`config.mk`:
```
export PLATFORM = sky130hd
export DESIGN_NAME = h264_deblock_edge_filter_core
export DESIGN_NICKNAME = d
export VERILOG_FILES = /design/src/design/h264db_pkg.sv /design/src/design/h264_deblock_edge_filter_core.sv
export SDC_FILE = /design/constraint.sdc
export NUM_CORES = 1
export LEC_CHECK = 0
export ABC_AREA = 1
export BUFFER_PORTS_ARGS = -buffer_cell sky130_fd_sc_hd__buf_2
export CAP_MARGIN = 15
export CORE_ASPECT_RATIO = 0.7
export CORE_UTILIZATION = 64
export DETAILED_ROUTE_END_ITERATION = 7
export HOLD_SLACK_MARGIN = 0.15
export PLACE_DENSITY_LB_ADDON = 0.08
export SYNTH_ARGS = -nofsm -noshare
export SYNTH_HDL_FRONTEND = slang
export SYNTH_SLANG_ARGS = --single-unit
```
`constraint.sdc`:
```
create_clock -name clk -period 11.5 [get_ports clk]
set_input_delay 2.875 -clock clk [delete_from_list [all_inputs] [get_ports clk]]
set_output_delay 2.875 -clock clk [all_outputs]
set_load 0.05 [all_outputs]
```
`src/design/h264db_pkg.sv`:
```
`default_nettype none

package h264db_pkg;

    // Sample and field widths.
    localparam int SAMPLE_BITS = 8;
    localparam int THR_BITS    = 8;
    localparam int TC0_BITS    = 5;
    localparam int MODE_BITS   = 2;

    // Signed working width for the filter arithmetic. It holds
    // 4*(q0-p0)+(p1-q1)+4 and the eight-weight tap sums.
    localparam int CALC_BITS = 12;

    // Packed payload widths, padded to whole bytes.
    localparam int IN_DATA_RAW  = 8 * SAMPLE_BITS + 2 * THR_BITS + TC0_BITS;
    localparam int IN_DATA_BITS = ((IN_DATA_RAW + 7) / 8) * 8;
    localparam int OUT_DATA_BITS = 6 * SAMPLE_BITS;

    // Filter modes.
    typedef enum logic [MODE_BITS-1:0] {
        MODE_LUMA_NORMAL   = 2'd0,
        MODE_LUMA_STRONG   = 2'd1,
        MODE_CHROMA_NORMAL = 2'd2,
        MODE_CHROMA_STRONG = 2'd3
    } filter_mode_t;

    typedef logic [SAMPLE_BITS-1:0]      sample_t;
    typedef logic signed [CALC_BITS-1:0] calc_t;

    // One registered edge line.
    typedef struct packed {
        sample_t               p3;
        sample_t               p2;
        sample_t               p1;
        sample_t               p0;
        sample_t               q0;
        sample_t               q1;
        sample_t               q2;
        sample_t               q3;
        logic [THR_BITS-1:0]   alpha;
        logic [THR_BITS-1:0]   beta;
        logic [TC0_BITS-1:0]   tc0;
        filter_mode_t          mode;
    } edge_line_t;

    // Absolute difference of two samples.
    function automatic sample_t abs_diff(input sample_t a, input sample_t b);
        sample_t d;
        d = (a > b) ? (a - b) : (b - a);
        return d;
    endfunction

    // Widen a sample into the signed working width.
    function automatic calc_t widen(input sample_t s);
        calc_t w;
        w = calc_t'({{(CALC_BITS - SAMPLE_BITS){1'b0}}, s});
        return w;
    endfunction

    // Clip x into the range lo..hi.
    function automatic calc_t clip3(input calc_t lo, input calc_t hi, input calc_t x);
        calc_t r;
        if (x < lo)
        begin
            r = lo;
        end
        else if (x > hi)
        begin
            r = hi;
        end
        else
        begin
            r = x;
        end
        return r;
    endfunction

    // Clip a signed value into the sample range.
    function automatic sample_t clip_pixel(input calc_t x);
        sample_t r;
        if (x < 0)
        begin
            r = '0;
        end
        else if (x > widen({SAMPLE_BITS{1'b1}}))
        begin
            r = {SAMPLE_BITS{1'b1}};
        end
        else
        begin
            r = x[SAMPLE_BITS-1:0];
        end
        return r;
    endfunction

endpackage

`default_nettype wire

```
`src/design/h264_deblock_edge_filter_core.sv`:
```
`default_nettype none

// Channel   Dir  Word                                          Side info
// s_axis    in   tdata: p3,p2,p1,p0,q0,q1,q2,q3,alpha,beta,tc0  tuser: filter_mode
// m_axis    out  tdata: p2,p1,p0,q0,q1,q2 (filtered)             tuser: edge_active
//
// One edge line per clock is sustained while the output is not stalled. Each word
// passes an input register, one stage of gate, delta and tap logic, and a result
// register. A stalled output holds the result register; the input register still
// takes a word while it is empty.
// rst_n clears the valid flags only; payload registers are not reset.

module h264_deblock_edge_filter_core
(
    input  wire logic                                 clk,
    input  wire logic                                 rst_n,

    input  wire logic                                 s_axis_tvalid,
    output logic                                      s_axis_tready,
    // p3, p2, p1, p0, q0, q1, q2, q3, alpha_thr, beta_thr, clip_tc0, zero pad
    input  wire logic [h264db_pkg::IN_DATA_BITS-1:0]  s_axis_tdata,
    // filter_mode
    input  wire logic [h264db_pkg::MODE_BITS-1:0]     s_axis_tuser,

    output logic                                      m_axis_tvalid,
    input  wire logic                                 m_axis_tready,
    // out_p2, out_p1, out_p0, out_q0, out_q1, out_q2
    output logic [h264db_pkg::OUT_DATA_BITS-1:0]      m_axis_tdata,
    // edge_active
    output logic [0:0]                                m_axis_tuser
);

    localparam int SB = h264db_pkg::SAMPLE_BITS;
    localparam int TB = h264db_pkg::THR_BITS;

    // Pipeline registers.
    logic                                   in_valid_reg;
    h264db_pkg::edge_line_t                 in_line_reg;
    logic                                   out_valid_reg;
    logic [h264db_pkg::OUT_DATA_BITS-1:0]   out_data_reg;
    logic                                   out_active_reg;

    logic                                   advance;
    h264db_pkg::edge_line_t                 line_next;

    // Filter stage signals.
    h264db_pkg::calc_t   p3s, p2s, p1s, p0s, q0s, q1s, q2s, q3s;
    h264db_pkg::calc_t   tc_s, tc0_s, delta_raw, delta;
    h264db_pkg::calc_t   avg_s, p1_tmp, q1_tmp, p1_adj, q1_adj;
    h264db_pkg::calc_t   p0_3tap, p1_3tap, p2_3tap, q0_3tap, q1_3tap, q2_3tap;
    h264db_pkg::calc_t   p0_1tap, q0_1tap;
    logic [5:0]          tc_sum;
    logic [TB:0]         flat_limit;
    logic                gate_on, ap, aq, flat_edge;
    h264db_pkg::sample_t np2, np1, np0, nq0, nq1, nq2;

    // Handshake: the output advances when empty or taken.
    assign advance       = !out_valid_reg || m_axis_tready;
    assign s_axis_tready = !in_valid_reg || advance;

    // Unpack the input word.
    always_comb
    begin
        line_next.p3    = s_axis_tdata[0*SB +: SB];
        line_next.p2    = s_axis_tdata[1*SB +: SB];
        line_next.p1    = s_axis_tdata[2*SB +: SB];
        line_next.p0    = s_axis_tdata[3*SB +: SB];
        line_next.q0    = s_axis_tdata[4*SB +: SB];
        line_next.q1    = s_axis_tdata[5*SB +: SB];
        line_next.q2    = s_axis_tdata[6*SB +: SB];
        line_next.q3    = s_axis_tdata[7*SB +: SB];
        line_next.alpha = s_axis_tdata[8*SB +: TB];
        line_next.beta  = s_axis_tdata[8*SB + TB +: TB];
        line_next.tc0   = s_axis_tdata[8*SB + 2*TB +: h264db_pkg::TC0_BITS];
        line_next.mode  = h264db_pkg::filter_mode_t'(s_axis_tuser);
    end

    // Activity gate and side activity.
    always_comb
    begin
        gate_on = (h264db_pkg::abs_diff(in_line_reg.p0, in_line_reg.q0) < in_line_reg.alpha)
               && (h264db_pkg::abs_diff(in_line_reg.p1, in_line_reg.p0) < in_line_reg.beta)
               && (h264db_pkg::abs_diff(in_line_reg.q1, in_line_reg.q0) < in_line_reg.beta);
        ap = h264db_pkg::abs_diff(in_line_reg.p2, in_line_reg.p0) < in_line_reg.beta;
        aq = h264db_pkg::abs_diff(in_line_reg.q2, in_line_reg.q0) < in_line_reg.beta;
        flat_limit = {2'b00, in_line_reg.alpha[TB-1:2]} + (TB+1)'(2);
        flat_edge = {1'b0, h264db_pkg::abs_diff(in_line_reg.p0, in_line_reg.q0)} < flat_limit;
    end

    // Normal filter: clipped delta and the p1/q1 corrections.
    always_comb
    begin
        p3s = h264db_pkg::widen(in_line_reg.p3);
        p2s = h264db_pkg::widen(in_line_reg.p2);
        p1s = h264db_pkg::widen(in_line_reg.p1);
        p0s = h264db_pkg::widen(in_line_reg.p0);
        q0s = h264db_pkg::widen(in_line_reg.q0);
        q1s = h264db_pkg::widen(in_line_reg.q1);
        q2s = h264db_pkg::widen(in_line_reg.q2);
        q3s = h264db_pkg::widen(in_line_reg.q3);

        if (in_line_reg.mode == h264db_pkg::MODE_LUMA_NORMAL)
        begin
            tc_sum = {1'b0, in_line_reg.tc0} + {5'b0, ap} + {5'b0, aq};
        end
        else
        begin
            tc_sum = {1'b0, in_line_reg.tc0} + 6'd1;
        end
        tc_s  = h264db_pkg::calc_t'({6'b0, tc_sum});
        tc0_s = h264db_pkg::calc_t'({7'b0, in_line_reg.tc0});

        delta_raw = ((q0s - p0s) <<< 2) + (p1s - q1s) + h264db_pkg::calc_t'(4);
        delta     = h264db_pkg::clip3(-tc_s, tc_s, delta_raw >>> 3);

        avg_s  = (p0s + q0s + h264db_pkg::calc_t'(1)) >>> 1;
        p1_tmp = (p2s + avg_s - (p1s <<< 1)) >>> 1;
        q1_tmp = (q2s + avg_s - (q1s <<< 1)) >>> 1;
        p1_adj = h264db_pkg::clip3(-tc0_s, tc0_s, p1_tmp);
        q1_adj = h264db_pkg::clip3(-tc0_s, tc0_s, q1_tmp);
    end

    // Strong filter tap sums; all are non-negative.
    always_comb
    begin
        p0_3tap = p2s + (p1s <<< 1) + (p0s <<< 1) + (q0s <<< 1) + q1s
                + h264db_pkg::calc_t'(4);
        p1_3tap = p2s + p1s + p0s + q0s + h264db_pkg::calc_t'(2);
        p2_3tap = (p3s <<< 1) + p2s + (p2s <<< 1) + p1s + p0s + q0s
                + h264db_pkg::calc_t'(4);
        q0_3tap = q2s + (q1s <<< 1) + (q0s <<< 1) + (p0s <<< 1) + p1s
                + h264db_pkg::calc_t'(4);
        q1_3tap = q2s + q1s + q0s + p0s + h264db_pkg::calc_t'(2);
        q2_3tap = (q3s <<< 1) + q2s + (q2s <<< 1) + q1s + q0s + p0s
                + h264db_pkg::calc_t'(4);
        p0_1tap = (p1s <<< 1) + p0s + q1s + h264db_pkg::calc_t'(2);
        q0_1tap = (q1s <<< 1) + q0s + p1s + h264db_pkg::calc_t'(2);
    end

    // Output sample selection by mode.
    always_comb
    begin
        np2 = in_line_reg.p2;
        np1 = in_line_reg.p1;
        np0 = in_line_reg.p0;
        nq0 = in_line_reg.q0;
        nq1 = in_line_reg.q1;
        nq2 = in_line_reg.q2;
        if (gate_on)
        begin
            case (in_line_reg.mode)
                h264db_pkg::MODE_LUMA_NORMAL:
                begin
                    np0 = h264db_pkg::clip_pixel(p0s + delta);
                    nq0 = h264db_pkg::clip_pixel(q0s - delta);
                    if (ap)
                    begin
                        np1 = h264db_pkg::clip_pixel(p1s + p1_adj);
                    end
                    if (aq)
                    begin
                        nq1 = h264db_pkg::clip_pixel(q1s + q1_adj);
                    end
                end
                h264db_pkg::MODE_LUMA_STRONG:
                begin
                    if (ap && flat_edge)
                    begin
                        np0 = p0_3tap[SB+2:3];
                        np1 = p1_3tap[SB+1:2];
                        np2 = p2_3tap[SB+2:3];
                    end
                    else
                    begin
                        np0 = p0_1tap[SB+1:2];
                    end
                    if (aq && flat_edge)
                    begin
                        nq0 = q0_3tap[SB+2:3];
                        nq1 = q1_3tap[SB+1:2];
                        nq2 = q2_3tap[SB+2:3];
                    end
                    else
                    begin
                        nq0 = q0_1tap[SB+1:2];
                    end
                end
                h264db_pkg::MODE_CHROMA_NORMAL:
                begin
                    np0 = h264db_pkg::clip_pixel(p0s + delta);
                    nq0 = h264db_pkg::clip_pixel(q0s - delta);
                end
                default:
                begin
                    np0 = p0_1tap[SB+1:2];
                    nq0 = q0_1tap[SB+1:2];
                end
            endcase
        end
    end

    // Valid flags.
    always_ff @(posedge clk or negedge rst_n)
    begin
        if (!rst_n)
        begin
            in_valid_reg  <= 1'b0;
            out_valid_reg <= 1'b0;
        end
        else
        begin
            if (s_axis_tready)
            begin
                in_valid_reg <= s_axis_tvalid;
            end
            if (advance)
            begin
                out_valid_reg <= in_valid_reg;
            end
        end
    end

    // Payload registers.
    always_ff @(posedge clk)
    begin
        if (s_axis_tready && s_axis_tvalid)
        begin
            in_line_reg <= line_next;
        end
        if (advance && in_valid_reg)
        begin
            out_data_reg   <= {nq2, nq1, nq0, np0, np1, np2};
            out_active_reg <= gate_on;
        end
    end

    assign m_axis_tvalid   = out_valid_reg;
    assign m_axis_tdata    = out_data_reg;
    assign m_axis_tuser[0] = out_active_reg;

endmodule

`default_nettype wire
```
==> results of run 1 <==
[power by group through the flow]
stage / clock, mW / sequential (mW) / combinational, mW
final: 0.587 / 0.688 / 4.68
after global placement: 0 / 0.695 / 4.29
after global routing: 0.601 / 0.692 / 5.16
after detailed placement: 0 / 0.696 / 4.47
after floorplan: 0 / 0.817 / 3.20
after CTS: 0.586 / 0.686 / 4.53
[how the worst max path moves through the flow]
stage / to / depth (start not counted) / from
detailed placement: m_axis_tdata[25] / 50 / in_line_reg[47]
finish: m_axis_tdata[25] / 47 / in_line_reg[71]
global route: m_axis_tdata[25] / 50 / in_line_reg[47]
CTS: m_axis_tdata[25] / 50 / in_line_reg[47]
global placement: m_axis_tdata[25] / 50 / in_line_reg[47]
floorplan: m_axis_tdata[31] / 48 / in_line_reg[56]
[worst max-delay path, delay by kind of cell, from the launching register on]
kind | cells | cell delay (ps)
AO/OA/AOI/OAI | 13 | 3220
XOR/XNOR | 2 | 400
adder cells (fa/ha/maj) | 7 | 2110
buffers and inverters | 7 | 880
flip-flops | 1 | 510
AND/OR/NAND/NOR | 18 | 2630
[Yosys cell counts, drive strengths merged]
| library cell | count |
|---|---|
| clkbuf | 15 |
| xnor2 | 51 |
| nand4 | 24 |
| o311ai | 2 |
| o22ai | 7 |
| nand2 | 655 |
| or2 | 9 |
| ha | 346 |
| clkinv | 2 |
| mux2 | 4 |
| o31a | 1 |
| inv | 443 |
| o21ai | 109 |
| a221o | 1 |
| edfxtp | 136 |
| and2 | 1 |
| o2111ai | 2 |
| o211ai | 22 |
| a21o | 19 |
| nor3 | 25 |
| mux2i | 5 |
| nand3b | 9 |
| xor2 | 100 |
| buf | 15 |
| a31oi | 18 |
| dfrtp | 2 |
| nor2 | 105 |
| a211oi | 5 |
| a21boi | 1 |
| a31o | 2 |
| nand3 | 107 |
| o21bai | 20 |
| nor3b | 1 |
| fa | 166 |
| o21a | 4 |
| o221ai | 6 |
| o31ai | 3 |
| a21oi | 231 |
| a221oi | 2 |
[logic make-up (layout without fill, tap and decap cells)]
family | count (synthesis) | in the layout | share of synthesized area [%]
buffers and inverters | 475 | 659 | 8.52
muxes | 9 | 9 | 0.441
and+or+nand+nor | 936 | 936 | 18.2
AOI/OAI and AO/OA | 455 | 455 | 12.0
adders and majority gates | 512 | 512 | 35.5
DFF | 138 | 138 | 19.2
other | 0 | 2 | 0
xor gates and xnor gates | 151 | 151 | 6.17
[per-layer routing]
| metal | global-route usage (%) | up-vias |
|---|---|---|
| met5 | 0 | - |
| met4 | 19.6 | 2 |
| met3 | 14.6 | 272 |
| met2 | 64.0 | 1370 |
| met1 | 56.3 | 9423 |
| li1 | - | 9150 |
[through the flow]
step,total power [mW],worst slack (ps),utilization (%),instance area [µm²]
detailed placement,5.17,1970,70.1,23000
floorplan,4.02,3380,-,21600
global placement,4.98,2070,70.1,23000
finish,5.96,1490,71.9,23500
global route,6.45,918,71.8,23500
CTS,5.80,1860,71.8,23500
[cell type report]
| type | count | area share [%] |
|---|---|---|
| sequential | 138 | 17.6 |
| tap | 427 | 2.27 |
| antenna | 2 | 0.0213 |
| timing repair buffer | 182 | 4.31 |
| inverter | 445 | 7.11 |
| clock inverter | 14 | 0.654 |
| clock buffer | 18 | 1.82 |
| multi-input combinational | 2063 | 66.3 |
[placed cells by master (no fill, tap or decap), drive strengths merged, types with 105 or more instances in the layout]
cell | synthesis | layout
a21oi | 231 | 231
inv | 443 | 451
nand2 | 655 | 655
nor2 | 105 | 105
edfxtp | 136 | 136
o21ai | 109 | 109
nand3 | 107 | 107
buf | 15 | 182
fa | 166 | 166
ha | 346 | 346
==> flow_summary.rst, run 1 <==
.. list-table::
   :header-rows: 1

   * - Metric
     - Value
   * - Multi-input gate area
     - 15600 µm²
   * - R2R depth
     - 47
   * - Origin of the worst min-delay path
     - in_valid_reg
   * - Final Net Count
     - 3453
   * - Type of element capturing the critical path
     - register
   * - Final Instance Count excl. Fillers
     - 3289
   * - Sequential power share
     - 11.6%
   * - Hold-fix buffer count after cts
     - 0
   * - Top cell type by total area after synthesis
     - sky130_fd_sc_hd__ha_1
   * - Aggregate negative setup slack
     - 0 ps
   * - Buffers from clock root to sink, at most
     - 2
   * - Violations in the final reports
     - design-rule violations
   * - Antenna violations before repair
     - 3
   * - Yosys top cell area share
     - 20.1%
   * - Seq. cell area
     - 4130 µm²
   * - Endpoint of the worst-slack reg-to-reg timing path
     - m_axis_tdata[25]
   * - Final clock period utilization by the worst path
     - 87.0%
   * - Slowest cell on the critical path
     - sky130_fd_sc_hd__edfxtp_1
   * - Status
     - complete, but fails checks
   * - Number of DRC violations after detailed routing
     - 8
   * - Highest ir drop seen on vdd
     - 143 µV
   * - Avg Cell Area, Syn
     - 8.05 µm²
   * - Total GRT Usage
     - 42.9%
   * - Path type of the worst setup path
     - reg -> reg
   * - Hold Crit Endpoint
     - m_axis_tvalid
   * - Clock tree from TritonCTS
     - yes
   * - Internal power consumption
     - 2.60 mW
   * - Layout Skew
     - 25.1 ps
   * - Hold Vio Cnt, Final
     - 0
   * - Clk pin slew, worst setup/hold paths
     - 70 ps
   * - Cell total after placement
     - 3255
   * - Global-route wire length before repair
     - 110000 µm
   * - Fillers
     - 2554
   * - Register area share after synthesis
     - 19.2%
   * - Met2 routed WL
     - 30200 µm
   * - Placement row count
     - 55
   * - Min-delay worst type
     - reg -> reg
   * - Die Width
     - 221 µm
   * - Gr ovfl total
     - 0
   * - Post-Synthesis Net Count
     - 3282
   * - Cell types occupying the most area after synthesis
     - sky130_fd_sc_hd__ha_1, sky130_fd_sc_hd__edfxtp_1, sky130_fd_sc_hd__fa_1
   * - Total of buffers placed on input and output ports
     - 141
   * - Violation count after the first detailed-route iteration
     - 2458
   * - Flip-flop count of the largest register after layout
     - 87
   * - Setup repair bufs after CTS
     - 0
   * - CTS Root Cell
     - sky130_fd_sc_hd__clkbuf_16
   * - CP max stage delay
     - 510 ps
   * - Vias in the first global route
     - 19700
   * - Distinct cells, synth
     - 58
   * - Initial core utilization
     - 65.8%
   * - Fraction of layout cells with a size suffix above 1
     - 9.44%
   * - Core outline area
     - 32800 µm²
   * - Vertical die dimension
     - 156 µm
   * - Static Leakage
     - 12.1 nW
   * - Tightest hold margin
     - 527 ps
   * - Minimum clock period
     - 10010 ps
   * - Largest fanout on the critical path
     - 9
   * - Number of top-level design ports
     - 145
   * - Clock latency at the later pin of the worst-skew pair
     - 470 ps
   * - Clock buffer count from CTS
     - 17
   * - Setup-violating endpoint count in the final report
     - 0
   * - Endpoint required time on the critical path
     - 11690 ps
   * - Routed length on met1
     - 28700 µm
   * - Detailed-routed wire length on met3
     - 10500 µm
   * - Syn Inst Count
     - 2676
   * - Max-capacitance violation count
     - 0
   * - Via count normalized by instance count
     - 6.15
   * - Flop and latch count out of synthesis
     - 138
   * - RSZ-0062 raised after global routing
     - no
   * - Origin of the critical flop-to-flop path
     - in_line_reg[71]
   * - Total vias in the final route
     - 20200
   * - Post-DR wirelength/cell
     - 22.2 µm
   * - Most used cell along the critical path
     - sky130_fd_sc_hd__nand2_1
   * - Net Sw Power
     - 3.35 mW
   * - Achievable Freq
     - 99.9 MHz
   * - Top routing layer used
     - met5
   * - Antenna viol nets, final
     - 0
   * - Number of detailed-routing iterations run before antenna repair
     - 8
   * - # clock sinks
     - 138
   * - Critical Path Start Type
     - register
   * - Slew margin rel.
     - 39.4%
   * - Die ar.
     - 34400 µm²
   * - Final estimated routing congestion in global placement
     - 1.05
   * - H-tree lvl count
     - 4
   * - Resized cells post-CTS
     - 0
   * - Depth of the worst hold-timing path
     - 2
   * - Number of max-slew violations in the final report
     - 0
   * - Clock network fraction of design power
     - 9.9%
   * - Detailed Place HPWL
     - 58100 µm
   * - Total of warnings raised by yosys
     - 0
   * - Measured slew at the worst slew-check pin
     - 908 ps
   * - Maximum number of pins on one net before global-route repair
     - 56
   * - Post-synthesis to final-layout area growth
     - 9.21%
   * - Fraction of power spent switching nets
     - 56.3%
   * - Power Dens Cells
     - 253 nW/µm²
   * - Worst endpoint data arrival time
     - 10200 ps
   * - Syn Std Cell Area
     - 21600 µm²
   * - Comb power frac
     - 78.6%
   * - Post-Route WL
     - 73000 µm
   * - Register-to-Register Setup Slack
     - 1490 ps
Note: power is estimated with default switching activity, not from simulation.
==> run 2, diff against run 1 <==
Settings changed: GPL_ROUTABILITY_DRIVEN set to 0, PLACE_DENSITY set to 0.84, PLACE_DENSITY_LB_ADDON 0.08 to unset.
==> run 2 against run 1 <==
Hold slack gained 1.8 ps. Wire length shrank 2.8%. Critical endpoint is now m_axis_tdata[24]. Clock-buffer cell count shrank 1. First-iteration DRC count grew 15%. Sequential power shrank 0.9%. Clock power grew 2%. The flow still finishes with violations (design-rule violations). Global-route usage shrank 1.9 points. Sequential share of layout area is essentially flat. Largest power group unchanged. Core utilization grew 0.18 points. Cell count is essentially flat. Combinational power is essentially flat.
==> flow_summary.rst, run 2 (synthesized netlist as in run 1, its figures left out) <==
.. list-table::
   :header-rows: 1

   * - Metric
     - Value
   * - Max-capacitance violation count
     - 0 (unchanged)
   * - Number of detailed-routing iterations run before antenna repair
     - 8 (unchanged)
   * - Resized cells post-CTS
     - 0 (unchanged)
   * - Detailed Place HPWL
     - 54000 µm (-7.2%)
   * - Gr ovfl total
     - 0 (unchanged)
   * - Most used cells in the layout excluding fill and tap cells
     - sky130_fd_sc_hd__nand2_1, sky130_fd_sc_hd__inv_1, sky130_fd_sc_hd__ha_1
   * - Placement row count
     - 55 (unchanged)
   * - Post-DR wirelength/cell
     - 21.6 µm (-2.8%)
   * - Aggregate negative setup slack
     - 0 ps (unchanged)
   * - Tightest hold margin
     - 529 ps (+1.77 ps)
   * - Clock network fraction of design power
     - 10.1% (+0.2 points)
   * - Antenna viol nets, final
     - 0 (unchanged)
   * - Number of buffer and inverter stages on the critical path
     - 7 (unchanged)
   * - Antenna violations before repair
     - 2 (-1)
   * - Setup-violating endpoint count in the final report
     - 0 (unchanged)
   * - Measured slew at the worst slew-check pin
     - 818 ps (-89.9 ps)
   * - Critical Path Start Type
     - register
   * - Type of element capturing the critical path
     - register
   * - Via count normalized by instance count
     - 6.25 (+1.7%)
   * - Family with the most delay on the worst path
     - compound AO/OA/AOI/OAI gates
   * - Buffers from clock root to sink, at most
     - 2 (unchanged)
   * - Final clock period utilization by the worst path
     - 87.3% (+0.30 points)
   * - Min-delay worst type
     - reg -> reg
   * - Net Sw Power
     - 3.37 mW (+0.33%)
   * - Comb power frac
     - 78.4% (-0.2 points)
   * - CP max stage delay
     - 750 ps (+240 ps)
   * - Hold Vio Cnt, Final
     - 0 (unchanged)
   * - Initial core utilization
     - 65.8% (unchanged)
   * - Total GRT Usage
     - 40.9% (-1.9 points)
   * - Most used cell along the critical path
     - sky130_fd_sc_hd__nand2_1
   * - Internal power consumption
     - 2.58 mW (-0.94%)
   * - Core outline area
     - 32800 µm² (unchanged)
   * - Violations in the final reports
     - design-rule violations
   * - Most common library cell in the layout ignoring fill and taps
     - sky130_fd_sc_hd__nand2_1
   * - Violation count after the first detailed-route iteration
     - 2829 (+15%)
   * - Global-route wire length before repair
     - 107000 µm (-3.4%)
   * - Fraction of layout cells with a size suffix above 1
     - 9.51% (+0.067 points)
   * - Worst endpoint data arrival time
     - 10270 ps (+70 ps)
   * - # clock sinks
     - 138 (unchanged)
   * - Total vias in the final route
     - 20600 (+1.7%)
   * - CTS Root Cell
     - sky130_fd_sc_hd__clkbuf_16
   * - Clk pin slew, worst setup/hold paths
     - 80 ps (about the same)
   * - Static Leakage
     - 12.2 nW (+0.22%)
   * - Die ar.
     - 34400 µm² (unchanged)
   * - Post-synthesis to final-layout area growth
     - 9.49%
   * - Path type of the worst setup path
     - reg -> reg
   * - Post-Route WL
     - 71000 µm (-2.8%)
   * - Fin util
     - 72.0% (+0.18 points)
   * - Layout Skew
     - 16.5 ps (-8.56 ps)
   * - Clock buffer count from CTS
     - 17 (unchanged)
   * - Achievable Freq
     - 99.6 MHz (-0.35%)
   * - Minimum clock period
     - 10040 ps (+35.1 ps)
   * - Status
     - complete, but fails checks
   * - Setup repair bufs after CTS
     - 0 (unchanged)
   * - Power Dens Cells
     - 252 nW/µm² (-0.47%)
   * - Number of DRC violations after detailed routing
     - 3 (-5)
   * - Maximum number of pins on one net before global-route repair
     - 88 (+57%)
   * - Number of top-level design ports
     - 145 (unchanged)
   * - Vias in the first global route
     - 19800 (+0.34%)
   * - Hold-fix buffer count after cts
     - 0 (unchanged)
   * - Fraction of power spent switching nets
     - 56.6% (+0.31 points)
   * - Sequential power share
     - 11.5% (about the same)
   * - Number of max-slew violations in the final report
     - 0 (unchanged)
   * - Die Width
     - 221 µm (unchanged)
   * - Clock latency at the later pin of the worst-skew pair
     - 480 ps (about the same)
   * - Clock tree from TritonCTS
     - yes
   * - Largest fanout on the critical path
     - 14 (+5)
   * - Total of buffers placed on input and output ports
     - 141 (unchanged)
   * - Count of inserted antenna diode cells
     - 0 (-2)
   * - Endpoint required time on the critical path
     - 11720 ps (+30 ps)
   * - Slowest cell on the critical path
     - sky130_fd_sc_hd__edfxtp_1
   * - Vertical die dimension
     - 156 µm (unchanged)
   * - Flip-flop count of the largest register after layout
     - 87 (unchanged)
   * - Final Net Count
     - 3454 (+0.029%)
   * - RSZ-0062 raised after global routing
     - no
   * - Slew margin rel.
     - 44.9% (+5.4 points)
   * - H-tree lvl count
     - 4 (unchanged)
   * - Highest ir drop seen on vdd
     - 132 µV (-7.6%)
[run 2: power groups by stage]
stage | clock, mW | sequential, mW | combinational [mW]
6_report | 0.600 | 0.682 | 4.66
5_1_grt | 0.622 | 0.686 | 5.11
4_1_cts | 0.602 | 0.680 | 4.46
3_5_place_dp | 0 | 0.690 | 4.40
3_3_place_gp | 0 | 0.689 | 4.18
2_1_floorplan | 0 | 0.817 | 3.20
[run 2: routing by layer]
metal  GRT usage, %  up-vias  part of all wire, %
met5              0        -                0.032
met1           51.3     9421                   36
met3           16.5      408                   16
met4           23.1        4                  6.4
li1               -     9145                    -
met2           60.2     1585                   41
[run 2: layout make-up]
| type | instances | area, µm² |
|---|---|---|
| Clock buffer | 17 | 425 |
| Clock inverter | 15 | 194 |
| Fill cell | 2413 | 9160 |
| Inverter | 445 | 1670 |
| Multi-Input combinational cell | 2063 | 15600 |
| Sequential cell | 138 | 4130 |
| Tap cell | 427 | 534 |
| Timing Repair Buffer | 183 | 1040 |
[run 2: worst paths after layout]
check / start / endpoint / slack, ps / depth (start not counted)
setup / recovery: in_line_reg[34] / m_axis_tdata[24] / 1460 / 49
hold / removal: in_valid_reg / m_axis_tvalid / 530 / 2
setup reg to reg: in_line_reg[34] / m_axis_tdata[24] / 1460 / 49
hold reg to reg: in_valid_reg / m_axis_tvalid / 530 / 2
max in group asynchronous: rst_n / in_valid_reg / 9230 / 1
min in group asynchronous: rst_n / m_axis_tvalid / 2160 / 1
[run 2: through the flow]
stage / setup slack, ps / total power, mW / instances / cell area (µm²)
5_1_grt: 985 / 6.41 / 3288 / 23600
3_5_place_dp: 2000 / 5.09 / 3255 / 23000
4_1_cts: 1890 / 5.75 / 3287 / 23600
2_1_floorplan: 3380 / 4.02 / 2676 / 21600
6_report: 1460 / 5.94 / 3288 / 23600
3_3_place_gp: 2170 / 4.87 / 3255 / 23000
[run 2: tightest hold or removal path: stages, from the launching register on]
cell,delay (ps)
sky130_fd_sc_hd__dfrtp_1,350
sky130_fd_sc_hd__inv_1,80
sky130_fd_sc_hd__nand2_1,80
